### src/rtl/core/sfd_pkg.sv
package sfd_pkg;

  localparam int unsigned ByteW  = 8;
  localparam int unsigned CountW = 9;

  localparam logic [ByteW-1:0]  SyncByte   = 8'hAA;
  localparam logic [ByteW-1:0]  EscByte    = 8'hFF;
  localparam logic [ByteW-1:0]  BcastLimit = 8'h10;
  localparam logic [CountW-1:0] HeaderLen  = 9'd5;
  localparam logic [CountW-1:0] LenBase    = 9'd3;
  localparam logic [CountW-1:0] ExtBase    = 9'd6;
  localparam logic [CountW-1:0] MaxCount   = 9'd260;

  localparam logic ActByte    = 1'b0;
  localparam logic ActTimeout = 1'b1;

  typedef enum logic [1:0] {
    PH_HUNT  = 2'd0,
    PH_FRAME = 2'd1,
    PH_ESC   = 2'd2
  } phase_e;

  typedef struct packed {
    phase_e            phase;
    logic [CountW-1:0] byte_count;
    logic [CountW-1:0] frame_total;
    logic [ByteW-1:0]  first_header_byte;
  } frame_state_t;

  typedef struct packed {
    logic              valid;
    logic [ByteW-1:0]  data_byte;
    logic [CountW-1:0] position;
    logic              last;
    logic              aborted;
  } frame_result_t;

endpackage

### src/rtl/core/sfd_step.sv
module sfd_step (
  input  sfd_pkg::frame_state_t  state_i,
  input  logic                   action_i,
  input  logic [7:0]             rx_byte_i,
  output sfd_pkg::frame_state_t  state_o,
  output sfd_pkg::frame_result_t result_o
);
  import sfd_pkg::*;

  logic              is_special;
  logic              in_esc;
  logic              do_emit;
  logic [ByteW-1:0]  emit_val;
  logic [CountW-1:0] next_pos;
  logic [ByteW-1:0]  fhb_new;
  logic [CountW-1:0] total_new;
  logic              emit_last;

  assign is_special = (rx_byte_i == EscByte) || (rx_byte_i == SyncByte);
  assign in_esc     = (state_i.phase == PH_ESC);
  assign emit_val   = in_esc ? ~rx_byte_i : rx_byte_i;
  assign do_emit    = (action_i == ActByte) && (state_i.phase != PH_HUNT)
                      && (in_esc || !is_special);
  assign next_pos   = state_i.byte_count + 9'd1;
  assign fhb_new    = (state_i.byte_count == '0) ? emit_val : state_i.first_header_byte;

  always_comb begin
    total_new = state_i.frame_total;
    if (next_pos == HeaderLen) begin
      if (fhb_new >= BcastLimit) begin
        total_new = {4'd0, fhb_new[7:4], 1'b0} + LenBase;
      end else begin
        total_new = ExtBase + {1'b0, emit_val};
      end
    end
  end

  assign emit_last = (next_pos >= HeaderLen) && (next_pos >= total_new);

  // next state
  always_comb begin
    state_o = state_i;
    if (action_i == ActTimeout) begin
      if (state_i.phase != PH_HUNT) begin
        state_o.phase             = PH_HUNT;
        state_o.byte_count        = '0;
        state_o.frame_total       = HeaderLen;
        state_o.first_header_byte = '0;
      end
    end else begin
      unique case (state_i.phase)
        PH_HUNT: begin
          if (rx_byte_i == SyncByte) begin
            state_o.phase       = PH_FRAME;
            state_o.byte_count  = '0;
            state_o.frame_total = HeaderLen;
          end
        end
        default: begin
          if (!in_esc && is_special) begin
            state_o.phase = PH_ESC;
          end else if (emit_last) begin
            state_o.phase             = PH_HUNT;
            state_o.byte_count        = '0;
            state_o.frame_total       = HeaderLen;
            state_o.first_header_byte = '0;
          end else begin
            state_o.phase             = PH_FRAME;
            state_o.byte_count        = next_pos;
            state_o.frame_total       = total_new;
            state_o.first_header_byte = fhb_new;
          end
        end
      endcase
    end
  end

  // result
  always_comb begin
    result_o           = '0;
    result_o.position  = state_i.byte_count;
    if (action_i == ActTimeout) begin
      result_o.valid   = (state_i.phase != PH_HUNT);
      result_o.aborted = 1'b1;
    end else if (do_emit) begin
      result_o.valid     = 1'b1;
      result_o.data_byte = emit_val;
      result_o.last      = emit_last;
    end
  end

endmodule

### src/rtl/core/serial_frame_deframer_core.sv
// Byte-stuffing deframer: hunts for the sync byte 0xAA, then unescapes frame
// bytes (0xFF or 0xAA escapes the next byte, which is sent inverted) and tags
// each with its position; the frame length comes from the header once five
// bytes are out, and the closing byte carries last. A timeout inside a frame
// yields one item with aborted set. One item is taken every clock cycle while
// the result register is free or being read; an item is held in the input
// register and its result, if any, is then held in the result register. The
// rate is set by the update loop of the frame state.
module serial_frame_deframer_core (
  input  logic       clk_i,
  input  logic       rst_ni,
  input  logic       in_valid_i,
  output logic       in_ready_o,
  input  logic       action_i,
  input  logic [7:0] rx_byte_i,
  output logic       out_valid_o,
  input  logic       out_ready_i,
  output logic [7:0] data_byte_o,
  output logic [8:0] position_o,
  output logic       last_o,
  output logic       aborted_o
);
  import sfd_pkg::*;

  logic             in_valid_q;
  logic             action_q;
  logic [ByteW-1:0] rx_byte_q;
  frame_state_t     st_q, st_d;
  frame_result_t    res_d, res_q;
  logic             out_free;
  logic             advance;

  assign out_free   = !res_q.valid || out_ready_i;
  assign advance    = in_valid_q && out_free;
  assign in_ready_o = !in_valid_q || advance;

  sfd_step u_step (
    .state_i   (st_q),
    .action_i  (action_q),
    .rx_byte_i (rx_byte_q),
    .state_o   (st_d),
    .result_o  (res_d)
  );

  always_ff @(posedge clk_i or negedge rst_ni) begin
    if (!rst_ni) begin
      in_valid_q <= 1'b0;
    end else if (in_ready_o) begin
      in_valid_q <= in_valid_i;
    end
  end

  always_ff @(posedge clk_i) begin
    if (in_ready_o && in_valid_i) begin
      action_q  <= action_i;
      rx_byte_q <= rx_byte_i;
    end
  end

  always_ff @(posedge clk_i or negedge rst_ni) begin
    if (!rst_ni) begin
      st_q.phase             <= PH_HUNT;
      st_q.byte_count        <= '0;
      st_q.frame_total       <= HeaderLen;
      st_q.first_header_byte <= '0;
    end else if (advance) begin
      st_q <= st_d;
    end
  end

  always_ff @(posedge clk_i or negedge rst_ni) begin
    if (!rst_ni) begin
      res_q <= '0;
    end else begin
      if (advance) begin
        res_q.valid <= res_d.valid;
      end else if (out_ready_i) begin
        res_q.valid <= 1'b0;
      end
      if (advance && res_d.valid) begin
        res_q.data_byte <= res_d.data_byte;
        res_q.position  <= res_d.position;
        res_q.last      <= res_d.last;
        res_q.aborted   <= res_d.aborted;
      end
    end
  end

  assign out_valid_o = res_q.valid;
  assign data_byte_o = res_q.data_byte;
  assign position_o  = res_q.position;
  assign last_o      = res_q.last;
  assign aborted_o   = res_q.aborted;

  a_abort_clean: assert property (@(posedge clk_i) disable iff (!rst_ni)
    out_valid_o && aborted_o |-> !last_o && (data_byte_o == '0))
    else $error("aborted item carries data or last");

  a_end_hunts: assert property (@(posedge clk_i) disable iff (!rst_ni)
    advance && res_d.valid && (res_d.last || res_d.aborted) |=> st_q.phase == PH_HUNT)
    else $error("frame end did not return to hunting");

  a_hunt_count: assert property (@(posedge clk_i) disable iff (!rst_ni)
    st_q.phase == PH_HUNT |-> st_q.byte_count == '0)
    else $error("byte count not cleared while hunting");

  a_last_pos: assert property (@(posedge clk_i) disable iff (!rst_ni)
    out_valid_o && last_o |-> position_o >= (HeaderLen - 9'd1))
    else $error("last flagged inside header");

  a_count_max: assert property (@(posedge clk_i) disable iff (!rst_ni)
    st_q.byte_count <= MaxCount)
    else $error("byte count out of range");

endmodule
### config.mk
export PLATFORM = sky130hd
export DESIGN_NAME = serial_frame_deframer_core
export DESIGN_NICKNAME = d
export VERILOG_FILES = /design/src/rtl/core/sfd_pkg.sv /design/src/rtl/core/sfd_step.sv /design/src/rtl/core/serial_frame_deframer_core.sv
export SDC_FILE = /design/constraint.sdc
export NUM_CORES = 1
export LEC_CHECK = 0
export BUFFER_PORTS_ARGS = -buffer_cell sky130_fd_sc_hd__buf_2
export CAP_MARGIN = 20
export CORE_MARGIN = 2
export CORE_UTILIZATION = 55
export CTS_CLUSTER_DIAMETER = 100
export CTS_CLUSTER_SIZE = 40
export DETAILED_ROUTE_END_ITERATION = 8
export GPL_ROUTABILITY_DRIVEN = 0
export PLACE_DENSITY_LB_ADDON = 0.1
export SYNTH_ARGS = -nofsm -noshare
export SYNTH_HDL_FRONTEND = slang
export SYNTH_SLANG_ARGS = --single-unit
### constraint.sdc
create_clock -name clk_i -period 5 [get_ports clk_i]
set_input_delay 1 -clock clk_i [delete_from_list [all_inputs] [get_ports clk_i]]
set_output_delay 1 -clock clk_i [all_outputs]
set_load 0.005 [all_outputs]
* Word level (Yosys, flattened, before mapping)
Index checks and enable logic that the tools add are counted.
Cells by class: bitwise operators 2, shifts and indexed selects 0, muxes and demuxes 20, multiply operators 0, $lt $le $gt $ge 3, add/sub/neg operators 3, reductions and logical operators 22, equal/unequal tests 9, div/mod/pow operators 0
Operators with widths (number):
- two-way mux 28 bit | 2
- two-way mux 20 bit | 2
- two-way mux 8 bit | 4
- two-way mux 27 bit | 1
- two-way mux 9 bit | 3
- two-way mux 26 bit | 1
- == test 8 bit (second input constant) | 2
- adder 3 x 8 -> 9 bit (first input constant) | 1
- adder 9 x 1 -> 9 bit (second input constant) | 1
- == test 9 x 3 -> 1 bit (second input constant) | 1
- greater-or-equal comparator 9 x 3 -> 1 bit (second input constant) | 1
- greater-or-equal comparator 9 bit | 1
- zero test 9 bit | 1
- greater-or-equal comparator 8 x 5 -> 1 bit (second input constant) | 1
- NOT 8 bit | 1
- AND reduction 4 bit | 2
- logical AND 1 bit | 7
- adder 5 x 2 -> 6 bit (second input constant) | 1
- two-way mux 1 bit | 6
- zero test 1 bit | 4
- logical OR 1 bit | 4
- inequality test 2 bit (second input constant) | 2
- nonzero test 2 bit | 2
- inequality test 3 x 2 -> 1 bit (second input constant) | 1
- other kinds (7) | 7
Word-level totals: memory bits (writable) 0, ROM bits 0, memories kept 0, output and inout bits 21, register bits 58, latch bits 0

* Depth between registers and ports, before layout
Gate-level depths: netlist of run 1.
depth after elaboration 12, depth in mapped cells 20, gate-level depth less buffers 17

* By module
A second synthesis of run 1 with hierarchy kept.
Unflattened totals: cell total of the unflattened synthesis 371, area, all modules 3986.3 µm²
By module, submodules not included:
- serial_frame_deframer_core | cells each 117, instances 1, area an instance 2177.1 µm²
- sfd_step | cells each 254, instances 1, area an instance 1809.2 µm²

* Worst setup path after synthesis of run 1
Ideal clock, no wire load.
kind flip-flop to flip-flop, start register st_q[17] (netlist name), end register st_q[26] (netlist name), setup time 0.124 ns, clock period less this slack 4.156 ns, cell stages (with the launch flop) 21, required time 4.876 ns, path buffers 3, setup slack 0.844 ns, arrival time 4.032 ns, cells stage by stage dfrtp_1 inv_1 ha_1 nor4b_1 and3_1 buf_2 buf_2 nand2_1 o21ai_0 ha_1 nand4_1 mux2i_1 mux2_2 ha_1 nand2_1 o21ai_0 a41oi_1 a32oi_1 buf_2 a2111oi_0 a211o_1
Between the ends: cells in the longest elaborated chain, start to end 11, elaborated cells between the ends (all ways) 15, classes of those cells 2 x add/sub; 3 x order compare; 1 x eq/ne; 7 x mux; 2 x reduce/logical
RTL lines:
- start: declaration | line serial_frame_deframer_core.sv:28 | frame_state_t st_q, st_d;
- start signal: assignment | line serial_frame_deframer_core.sv:67 | st_q <= st_d;
- zero test 9 bit | line sfd_step.sv:25 | assign fhb_new = (state_i.byte_count == '0) ? emit_val : state_i.first_header_byte;
- two-way mux 8 bit | line sfd_step.sv:25
- greater-or-equal comparator 8 x 5 -> 1 bit / adder 5 x 2 -> 6 bit (equally long branches) | line sfd_step.sv:30, sfd_step.sv:31
- two-way mux 9 bit | line sfd_step.sv:30 | if (fhb_new >= BcastLimit) begin
- two-way mux 9 bit | line sfd_step.sv:29 | if (next_pos == HeaderLen) begin
- greater-or-equal comparator 9 bit | line sfd_step.sv:38 | assign emit_last = (next_pos >= HeaderLen) && (next_pos >= total_new);
- logical AND 1 bit * | line sfd_step.sv:38
- two-way mux 27 bit * | line sfd_step.sv:62 | end else if (emit_last) begin
- two-way mux 2 bit * | line sfd_step.sv:60 | if (!in_esc && is_special) begin
- two-way mux 20 bit * | line sfd_step.sv:51 | unique case (state_i.phase)
- two-way mux 28 bit * | line sfd_step.sv:43 | if (action_i == ActTimeout) begin
Mark *: on every way between the ends. The rest lies on a longest branch, timed or not. A chain may end at the register's enable or synchronous reset.

* Worst setup path after layout of run 1
start register st_q[17] (netlist name), end register st_q[21] (netlist name)
Between the ends: cells in the longest elaborated chain, start to end 11, elaborated cells between the ends (all ways) 15, classes of those cells 2 x add/sub; 3 x order compare; 1 x eq/ne; 7 x mux; 2 x reduce/logical
RTL lines (line):
- zero test 9 bit | sfd_step.sv:25
- two-way mux 8 bit | sfd_step.sv:25
- greater-or-equal comparator 8 x 5 -> 1 bit / adder 5 x 2 -> 6 bit (equally long branches) | sfd_step.sv:30, sfd_step.sv:31
- two-way mux 9 bit | sfd_step.sv:30
- two-way mux 9 bit | sfd_step.sv:29
- greater-or-equal comparator 9 bit | sfd_step.sv:38
- logical AND 1 bit | sfd_step.sv:38
- two-way mux 27 bit * | sfd_step.sv:62
- two-way mux 26 bit * | sfd_step.sv:60
- two-way mux 20 bit * | sfd_step.sv:51
- two-way mux 28 bit * | sfd_step.sv:43
Mark *: on every way between the ends. The rest lies on a longest branch, timed or not. The select of a mux whose other input is x is not followed.

==> results of run 1 <==
-- what timing repair did --
action | CTS | global route
hold buffers | 0 | 0
setup buffers | 0 | 1
setup endpoints to repair | 0 | 15
-- report_power, final --
group	total (mW)	internal (mW)	switching (mW)
logic	1.01	0.400	0.608
registers	0.679	0.584	0.0953
clock network	0.444	0.233	0.211
-- metal layers --
layer,up-vias,routed length (um)
met5,-,0
li1,1420,-
met2,88,3960
met4,0,215
met1,1392,3459
met3,20,373
-- final cells by class --
class	instances	area, um2
fillers	529	2326
multi-input cells	274	1921
flip-flops and latches	58	1499
repair buffers	41	250.2
clock buffers	9	123.9
well taps	77	96.34
clock inverters	7	77.57
inverters	15	56.30
-- worst paths after layout --
check,start,slack (ns),end
worst min register to register,position_o[3],0.47,position_o[3]
worst max-delay path,st_q[17],0.37,st_q[21]
worst max register to register,st_q[17],0.37,st_q[21]
max in group asynchronous,rst_ni,3.91,st_q[27]
min in group asynchronous,rst_ni,0.58,position_o[5]
worst min-delay path,position_o[3],0.47,position_o[3]
-- worst min-delay path, cell delays in order, from the launching register on --
cell     delay, ns
dfrtp_1       0.34
nand2_1       0.05
nand2_1       0.05
-- placed cells by master (no fill, tap or decap), drive strengths merged, types with 4 or more instances in the layout --
cell type  synthesis  final
a32o               4      4
o31ai              9      9
a22o              15     15
nand3             11     11
edfxtp             9      9
nand2             51     51
xor2               5      5
nand2b             6      6
dfrtp             47     47
mux2               5      5
nor2              19     19
ha                13     13
mux2i             10     10
and3               6      6
buf               17     41
o21ai             17     17
nor3              10     10
inv               15     16
xnor2             19     19
a21oi             16     16
nand4              7      7
and2               4      4
clkinv             0      4
clkbuf            11      9
-- sequential cells by signal, summed over array words and instances (netlist names) --
signal	count
position_o	9
st_q	28
in_valid_q	1
last_o	1
aborted_o	1
data_byte_o	8
out_valid_o	1
action_q	1
rx_byte_q	8
-- kinds of logic after synthesis --
kind of cell / count (synthesis)
AOI/OAI and AO/OA: 86
xor gates and xnor gates: 24
adders and majority gates: 14
buffers and inverters: 43
DFF: 58
muxes: 15
and+or+nand+nor: 135
==> impl_summary.md, run 1 <==
Run status
The flow ran to the end, and the final reports show no timing, DRC or antenna violations.

Finish
For this run, the number of standard cells in the final layout without fillers is just under 500. The final design utilization is approximately 63%. The number of antenna diodes in the final layout is 0.

The fraction of final layout cells with drive strength greater than 1 is ~19%. In the final design database the tool counted 425 nets. The area growth from synthesis to layout is 11.36%. After routing the design area is 4024 um2.

Global route
The global route total overflow is 0. The peak-usage layer in the global routing report is met2. The overall routing resource usage is approximately a quarter. The first-pass GRT wire length is between 10000 and 15000 um. The number of antenna violations at the first check in global routing is 0. Global routing used ~30% of the available met1 tracks. The met3 track demand over resource is 6.518%. The via count of the first global-routing pass is ~2900. The largest net degree at the start of global routing is 50. The routing usage on met2 is between 30% and 40%.

Timing
Timing would allow up to approximately 220 MHz. In this run the tightest slew margin relative to its limit is around 35%. The max-slew violation count is 0. The part of the cycle the worst path needs is between 90% and 100%. The transition time at the pin with the least slew margin is just under 1 ns. Across all setup checks in the final design, the least slack found is ~0.37 ns. The worst clock skew is 0.01192 ns.

Setup repair after global routing left no endpoint under its margin. The number of endpoints with negative hold slack in the final report is 0. Counting I/O delays and the setup requirement, the final critical path takes between 4 and 5 ns. The minimum hold slack is about 0.47 ns. The post-route setup TNS is 0 ns. Setup violations remaining at the end of the flow were counted as 0.

Worst setup path
STA classifies the critical path endpoint as a flip-flop. Walking the worst path, the cells encountered are inv_1 -> ha_1 -> nor4b_1 -> and3_1 -> buf_4 -> o21ai_0 -> ha_1 -> nand4_1 -> o21ai_0 -> mux2i_1 -> ha_1 -> a21oi_1 -> or3_1 -> a32oi_1 -> buf_4 -> nand2b_1 -> o21ai_0. Counting cells, the worst reg-to-reg path comes to 17. For the worst setup path, the data arrival time is slightly below 5 ns.

On the critical path, the stage with the largest delay is an instance of dfrtp_1. In this design, the largest share of critical-path delay is due to simple AND/OR/NAND/NOR gates. The largest stage delay on the critical path is ~0.44 ns. The worst path buffer plus inverter count is 3. The count of cell instances traversed by the critical path is 17.

Along the worst path, the maximum fanout reaches 9. STA classifies the critical path startpoint as a flip-flop. The worst setup path is of the reg -> reg kind. The required time of the critical path is approximately 5.2 ns.

Synth
The fraction of registers with async set or reset after synthesis is between 80% and 90%. The predominant post-synthesis flop cell is dfrtp_1. Ranked by instance count, the synthesized netlist is headed by nand2_1 (51), dfrtp_1 (47), xnor2_1 (19). A synthesized cell averages approximately 9.6 um2.

The fraction of the mapped netlist area in simple logic gates is just under 20%. The mux contribution to synthesized area is 4.328%. The distinct cell type count of the synthesized netlist is 60. In the post-synthesis netlist, the biggest area contributors are dfrtp_1 (33%), edfxtp_1 (7.5%), nand2_1 (5.3%). Summing the areas of all compound-gate instances in the mapped netlist gives a little under a fifth of the synthesized area.

The number of warnings reported in the yosys synthesis log is 0. The net count after synthesis is 401. The most frequent cell after synthesis is nand2_1.

The synthesized flop and latch total is between 50 and 60. After Yosys synthesis, XOR and XNOR cells account for under 10% of the synthesized area. The biggest area contributor in the post-synthesis netlist is dfrtp_1.

The post-synthesis cell area is 3613 um2. In this run, synthesis inferred 9 flip-flops with an integrated enable. After synthesis, the largest family of logic cells by area is simple AND/OR/NAND/NOR gates. The synthesized netlist devotes around 4.8% of its cell area to adder and majority cells. The top cell type by area accounts for between 30% and 40% of the synthesized area. The sequential element share of the synthesized area is about 41%. The gate count of the mapped netlist is around 380.

Place
During placement, the flow inserted port buffers numbering 33. Summing all placed instances gives a cell area of around 3800 um2. The post-detailed-placement half-perimeter wirelength is around 6000 um. Counting tap cells, the placed design contains a total of ~460 instances. The worst setup timing slack at the placement stage is approximately 0.33 ns.

Routing
The number of routed nets with antenna violations is 0. For this run, the detailed router's first-pass iteration total came to 5. The final routed wirelength across all metal layers is 8009 um. The number of DRC violations after detailed-routing iteration 0 is between 150 and 200.

After detailed routing, the average wire length per cell comes to 16.65 um. After detailed routing, the number of vias per cell comes to 6.071. The detailed-route via count is a little under 3000. The detailed-route DRC error count is 0.

Pwr
Total power for the finished layout comes to 2.131 mW. Dividing total power by cell area gives a power density of around 530 nW/um2. The worst-case vdd ir drop is about 0.00035 V.

The static leakage power is about 1.8 nW.

Clock network
The clock tree buffer depth is 2. The H-tree was split into 3 levels. Clock tree synthesis selected as its root buffer the cell clkbuf_8. At the later pin of the worst-skew pair, clock insertion delay measures about 0.35 ns. The total number of clock tree sinks is slightly below 60. After clock tree synthesis, the clock-pin slew on the worst setup and hold paths is 0.07 ns. The CTS tree is yes. The post-cts gate resize count is 0. Buffers inserted during clock tree synthesis total 9.

Floorplan
Row generation in the floorplan step produced 29 rows. For this configuration, the core starts out at a cell density of 56.91%. The count of pins on the block boundary is 34. The floorplan step defined a core boundary enclosing roughly 6300 um2. The die covers approximately 7200 um2. The die height is around 85 um.

The width of the die is roughly 85 um.

Worst hold path
The worst hold path was traced through 2 stages. The type of the worst min-delay path is reg -> reg.

Flow run
The tool flagged a number of max-cap violations equal to 0.
No activity file was read; power rests on OpenSTA's default activity.
==> run 2, diff against run 1 <==
--- a/config.mk
+++ b/config.mk
@@ -14,6 +14,7 @@
 export DETAILED_ROUTE_END_ITERATION = 8
 export GPL_ROUTABILITY_DRIVEN = 0
 export PLACE_DENSITY_LB_ADDON = 0.1
+export RECOVER_POWER = 100
 export SYNTH_ARGS = -nofsm -noshare
 export SYNTH_HDL_FRONTEND = slang
 export SYNTH_SLANG_ARGS = --single-unit
==> run 2 against run 1 <==
Against the previous run:
- the flow now finishes with violations (max-capacitance violations, max-slew violations)
- maximum frequency barely moved
- total power fell by 0.59%
- sequential power barely moved
- setup slack improved by 0.0042 ns
- utilization fell by 0.89 points
- register-to-register slack barely moved
- die area did not move
- critical path depth rose by 1
- critical endpoint is now st_q[17]
==> impl_summary.md, run 2 (same netlist as run 1, synthesis figures left out) <==
Finish
Leaving out fill and tap cells, the most frequent cell in the layout is nand2_1. Compared with the post-synthesis result, the final layout area differs by 9.799%. The largest register by flop count is st_q. In the layout the commonest cells are nand2_1 (51), dfrtp_1 (47), buf_2 (28). The cell area after layout is approximately 4000 um2. Leaving out filler cells and counting taps, the final layout contains approximately 480. The fraction of final layout cells with drive strength greater than 1 is between 10% and 20%. The register with the most flip-flops in the layout has 28 of them. The repair_antennas step left the layout with diodes totalling 0.

The number of nets in the layout is about 430.

Clock network
The total number of clock tree sinks is 58. The clock network latency to the later pin of the worst-skew pair is ~0.35 ns. The maximum level of the CTS H-tree is 3. After clock tree synthesis, the clock-pin slew on the worst setup and hold paths is around 0.07 ns. The CTS tree is yes. Once the clock tree was built, the resizer swapped 0 gates to a different size. The clock root buffer is clkbuf_8. The setup fix buffers added after clock tree synthesis is 0. In this run the deepest clock path goes through 2 buffers. The number of hold buffers added after CTS was 0. TritonCTS created 9 clock buffers.

Timing
Measured against its own limit, the worst slew margin works out to -8.951%. The worst path needs between 4 and 5 ns of the cycle, external delays included. The post-route setup TNS is 0 ns. Setup violations remaining at the end of the flow were counted as 0. Setup repair after global routing left no endpoint under its margin. The worst path uses about 92% of the clock period. The transition time at the pin with the least slew margin is between 1.5 and 2 ns. Setup slack on the critical path of the routed design comes to roughly 0.38 ns. Across the routed clock network, the largest skew measured is around 0.014 ns.

The max-slew violation count was 33. The number of endpoints with negative hold slack in the final report is 0. The top achievable clock speed is approximately 220 MHz.

Floorplan
Once the floorplan was initialized, standard cells occupied 56.91% of the core. During I/O placement, the number of pins put on the boundary was 34. The width of the die is about 85 um. The die covers 7234 um2. The region available for standard cell placement spans ~6300 um2. The count of standard-cell rows is 29.

The die height is around 85 um.

Flow run
The number of violations of the max-capacitance limit is 1.

Run status
The checks that failed: max-capacitance violations, max-slew violations. The flow ran to the end, but the final reports show violations.

Worst setup path
The category of the worst setup path launch point is a flip-flop. Data on the critical path arrives at its endpoint at approximately 4.9 ns. The kind of capture point of the worst setup path is a flip-flop.

The critical path class is reg -> reg. The maximum fanout count along the critical path is 15. The required time of the critical path is between 5 and 6 ns.

Pwr
Cell internal power was estimated by the tool at 1.210 mW. In this run, the clock network consumes between 20% and 30% of the power. Combinational logic is responsible for 46.9% of the overall power.

Of the total power, registers draw roughly 32%. Dividing total power by cell area gives a power density of about 530 nW/um2. Net switching is between 40% and 50% of the power.

The worst-case IR drop observed on VDD is approximately 0.00035 V. For this design the static power due to leakage is around 1.8 nW. Summing internal, switching and leakage power gives roughly 2.1 mW. The switching power summed over all nets is ~910 uW.

Global route
The via count of the first global-routing pass is between 2000 and 3000. The number of antenna violations at the first check in global routing is 0. For this run, the total global-route usage over all layers was measured as around a quarter. Entering global routing, the biggest net connects 50 pins.

The first global-routing pass estimated about 14000 um of wire. The global route total overflow is 0.

Worst hold path
The type of the worst min-delay path is reg -> reg.

Routing
The number of DRC violations after detailed-routing iteration 0 is 171. The number of search-and-repair iterations in the first detailed-routing pass is 7. The routed layout has approximately 2900 vias. After detailed routing, the total wire length is between 8000 and 9000 um. The detailed-route DRC error count is 0. Using the TritonRoute via totals, the vias-per-cell ratio works out to 6.056. The count of nets left with antenna violations once routing finished came out at 0. The routed wire length per instance is ~17 um.

Place
The worst setup timing slack at the placement stage is ~0.33 ns. The count of buffers added on input and output ports is 33. After detailed placement, the total cell area comes to approximately 3800 um2. The post-detailed-placement half-perimeter wirelength is approximately 5900 um. Counting tap cells, the placed design contains a total of about 460 instances.
-- run 2: changes by cell type in the layout (fill, tap and decap cells not counted), sizes merged --
cell	previous run	this run
buf	41	35
clkbuf	9	15
-- run 2: per-stage QoR --
step                hold WS [ns]  utilization (%)
detailed placement        0.4566            59.57
CTS                       0.4754            62.74
floorplan                 0.4503                -
finish                    0.4705            62.48
global route              0.4980            62.48
global placement          0.4527            59.57
-- run 2: worst paths after layout --
kind | end | slack [ns] | from | cells past startpoint
setup / recovery | st_q[17] | 0.38 | st_q[17] | 18
hold / removal | position_o[3] | 0.47 | position_o[3] | 2
setup reg to reg | st_q[17] | 0.38 | st_q[17] | 18
hold reg to reg | position_o[3] | 0.47 | position_o[3] | 2
max in group asynchronous | st_q[7] | 2.21 | rst_ni | 2
min in group asynchronous | st_q[23] | 0.77 | rst_ni | 1
-- run 2: area by class of cell --
type | instances | area [um2]
clock buffer | 9 | 123.9
inverter | 15 | 56.30
tap | 77 | 96.34
fill | 540 | 2382
sequential | 58 | 1499
clock inverter | 7 | 77.57
multi-input combinational | 274 | 1887
timing repair buffer | 41 | 227.7
-- run 2: power groups by stage --
stage               Combinational, mW  Clock [mW]  Sequential (mW)
CTS                              1.00       0.454            0.678
finish                          0.994       0.445            0.679
floorplan                       0.770           0            0.657
global route                     1.11       0.476            0.699
detailed placement               1.00           0            0.686
global placement                0.977           0            0.684
-- run 2: routing by layer --
| layer | GRT usage (%) | wire [um] |
|---|---|---|
| met1 | 30.88 | 3440 |
| met2 | 39.99 | 3988 |
| met3 | 6.518 | 365 |
| met4 | 8.658 | 225 |
| met5 | 0 | 0 |
-- run 2: worst max-delay path: stages (launching register included) --
cell     delay, ns
dfrtp_1       0.44
inv_1         0.11
ha_1          0.24
nor4b_1       0.15
and3_1        0.33
buf_4         0.22
o21ai_0       0.27
ha_1          0.25
nand4_1       0.30
o21ai_0       0.40
mux2i_1       0.16
ha_1          0.32
a21oi_1       0.05
or3_1         0.31
a32oi_1       0.21
buf_4         0.20
nor3_1        0.08
buf_12        0.19
mux2_2        0.26
==> run 3, diff against run 2 <==
--- a/config.mk
+++ b/config.mk
@@ -8,7 +8,7 @@
 export BUFFER_PORTS_ARGS = -buffer_cell sky130_fd_sc_hd__buf_2
 export CAP_MARGIN = 20
 export CORE_MARGIN = 2
-export CORE_UTILIZATION = 55
+export CORE_UTILIZATION = 33
 export CTS_CLUSTER_DIAMETER = 100
 export CTS_CLUSTER_SIZE = 40
 export DETAILED_ROUTE_END_ITERATION = 8
==> run 3 against run 2 <==
Against the previous run:
- the run still ends with max-capacitance violations, max-slew violations left
- global-route usage fell by 7.7 points
- sequential power rose by 0.7%
- utilization fell by 25 points
- design area rose by 2.0%
- wire length rose by 14%
- final cell count rose by 13%
- flip-flop and latch count did not move
- via count fell by 1.9%
- sequential share of layout area fell by 0.72 points
- die area rose by 63%
- combinational power barely moved
- non-clock buffer count rose by 1
- largest power group unchanged
==> impl_summary.md, run 3 (same netlist as run 1, synthesis figures left out) <==
Worst setup path
The register-to-register setup slack is 0.50 ns. Walking the worst path, the cells encountered are inv_1 -> ha_1 -> nor4b_1 -> and3_2 -> mux2_1 -> ha_1 -> nand4_1 -> mux2i_1 -> mux2_2 -> ha_1 -> a21oi_1 -> o21ai_0 -> a41oi_1 -> a32oi_1 -> buf_4 -> nor3_2 -> clkbuf_1 -> mux2_2. The worst register-to-register path begins at st_q[17].

The required time of the critical path is between 5 and 6 ns. For this design, the slowest cell found on the critical path is dfrtp_1. The kind of capture point of the worst setup path is a flip-flop.

By instance count, the cell type seen most on the critical path is ha_1. The number of cell instances on the worst register-to-register path is 18. Of all nets on the critical path, the largest fanout is 11. The dominant delay contributor by cell family on the critical path is simple AND/OR/NAND/NOR gates.

The critical path class is reg -> reg. The destination of the worst register-to-register timing path is st_q[17]. The number of buffers and inverters on the critical path is 3. On the worst path, the slowest cell contributes a delay of 0.44 ns. The category of the worst setup path launch point is a flip-flop.

For the worst setup path, the data arrival time is approximately 4.8 ns.

Floorplan
The count of pins on the block boundary is 34. The die footprint is roughly 12000 um2. The count of standard-cell rows is 38. The effective utilization at floorplan is approximately 34%. In this run the vertical extent of the chip is 108.6 um.

The width of the die is around 110 um. The core region is about 11000 um2.

Worst hold path
The launch point of the worst hold path is position_o[7]. The worst hold path passes through 2 cells. The type of the worst min-delay path is reg -> reg. For hold timing, the worst endpoint is position_o[7].

Pwr
Of the total power, the share spent switching nets is a little over two fifths. In this run the power density over the cells is ~530 nW/um2. The static leakage power is ~1.8 nW.

The clock network is responsible for 21.9% of the overall power. The worst-case vdd ir drop is 0.0002179 V. The switching power summed over all nets is ~900 uW. Cell internal power was estimated by the tool at about 1.3 mW. The combinational group share of total power is a little under half. In this run, flip-flops and latches consume 31.6% of the power.

Global route
The largest net degree at the start of global routing is 50. The first-pass GRT wire length is ~15000 um. Global routing finished with a remaining overflow of 0. The number of antenna violations at the first check in global routing is 0. The overall routing resource usage is around 17%. The via count of the first global-routing pass is between 2000 and 3000.

Timing
The final setup violation count is 0. The headroom to the max-slew limit is -81.01%. Setup repair after global routing left no endpoint under its margin. The number of endpoints with negative hold slack in the final report is 0. The max-slew violation count is 50.

Subtracting the final worst setup slack from the clock period gives approximately 4.5 ns. Based on the critical path, the design can be clocked at up to between 200 and 250 MHz. The transition time at the pin with the least slew margin is approximately 2.7 ns. The post-route setup TNS is 0 ns. Of the available clock period, the critical path in the final layout requires 90.06%. For the final database, setup skew stands at 0.006759 ns.

Clock network
The clock tree buffer depth is 2. The clock network latency to the later pin of the worst-skew pair is about 0.34 ns. The clock root buffer is clkbuf_8. The maximum level of the CTS H-tree is 3.

The CTS tree is yes. The clock drives just under 60 sinks. After clock tree synthesis, the clock-pin slew on the worst setup and hold paths is ~0.070 ns. The number of CTS-inserted buffers is 9.

Finish
The library cell used most frequently in the layout, excluding fill and tap cells, is nand2_1. The repair_antennas step left the layout with diodes totalling 0. The register with the most flip-flops in the layout has 28 of them.

The area growth from synthesis to layout is 11.95%. Ranked by flip-flop count, first place goes to st_q. The number of nets in the layout is between 400 and 500.

The fraction of final layout cells with drive strength greater than 1 is between 15 and 20%. The final design utilization is 37.65%. The library cells used most frequently in the layout, excluding fill and tap cells, are nand2_1 (51), dfrtp_1 (47), buf_2 (26).

Run status
The checks that failed: max-capacitance violations, max-slew violations. The run finished, with violations left.

Routing
After detailed routing, the average wire length per cell comes to about 17 um. The first detailed-routing pass took 4 iterations. The number of DRC violations after detailed-routing iteration 0 is ~110. The count of nets left with antenna violations once routing finished came out at 0. After detailed routing, the number of remaining DRC violations is 0. The detailed-route via count is 2858. The average vias per placed instance is 5.254.

The final routed wirelength across all metal layers is between 9000 and 10000 um.

Place
The post-detailed-placement half-perimeter wirelength is about 6600 um. The number of input and output port buffers inserted is 33.

Flow run
The tool flagged a number of max-cap violations equal to 1.
## run 3: cell count changes in the layout (fill, tap and decap cells not counted), moves of 2 or more
| cell | before | now |
|---|---|---|
| buf_2 | 28 | 26 |
| clkinv_4 | 3 | 0 |
| clkbuf_8 | 9 | 11 |
| clkbuf_1 | 6 | 12 |
## run 3: through the flow
step,power [mW],instances,hold WS [ns],area [um2],worst slack [ns]
2_1_floorplan,1.427,375,0.4503,3613,0.8443
3_3_place_gp,1.714,526,0.4545,3861,0.4569
3_5_place_dp,1.718,526,0.4614,3861,0.3037
4_1_cts,2.207,541,0.4783,4075,0.2669
5_1_grt,2.340,544,0.5101,4045,0.02409
6_report,2.162,544,0.4734,4045,0.4969
## run 3: worst max-delay path by stage
| stage | from | end | depth (start not counted) |
|---|---|---|---|
| 6_report | st_q[17] | st_q[17] | 18 |
| 5_1_grt | st_q[17] | st_q[17] | 18 |
| 4_1_cts | st_q[17] | st_q[17] | 17 |
| 3_5_place_dp | st_q[17] | st_q[17] | 17 |
| 3_3_place_gp | st_q[17] | st_q[17] | 17 |
| 2_1_floorplan | st_q[17] | st_q[26] | 20 |
## run 3: worst register-to-register path: cells and delay by family (launching register included)
kind | cells | cell delay (ns)
buf+inv | 3 | 0.60
mux | 4 | 1.04
fa+ha+maj | 3 | 0.72
flops | 1 | 0.44
simple gates | 4 | 1.09
compound gates | 4 | 0.56
## run 3: area by class of cell
class,count,area (um2)
well taps,140,175.2
repair buffers,42,210.2
clock inverters,1,30.03
fillers,1121,6700
flip-flops and latches,58,1499
inverters,15,56.30
multi-input cells,274,1891
clock buffers,14,183.9
## run 3: repair_timing
action                     4_1_cts  5_1_grt
setup endpoints to repair        0       26
setup buffers                    0        3
hold buffers                     0        0
resized for setup                0        2
## run 3: power by group through the flow
stage / registers [mW] / clock network (mW) / logic, mW
final: 0.684 / 0.474 / 1.00
after floorplan: 0.657 / 0 / 0.770
after detailed placement: 0.691 / 0 / 1.03
after global routing: 0.699 / 0.514 / 1.13
after global placement: 0.688 / 0 / 1.03
after CTS: 0.683 / 0.493 / 1.03
## run 3: routing by layer
layer / vias up / GRT usage, % / part of all wire (%)
li1: 1414 / - / -
met1: 1377 / 22.30 / 49
met2: 56 / 26.70 / 47
met3: 11 / 3.766 / 3.1
met4: 0 / 4.853 / 1.2
met5: - / 0 / 0
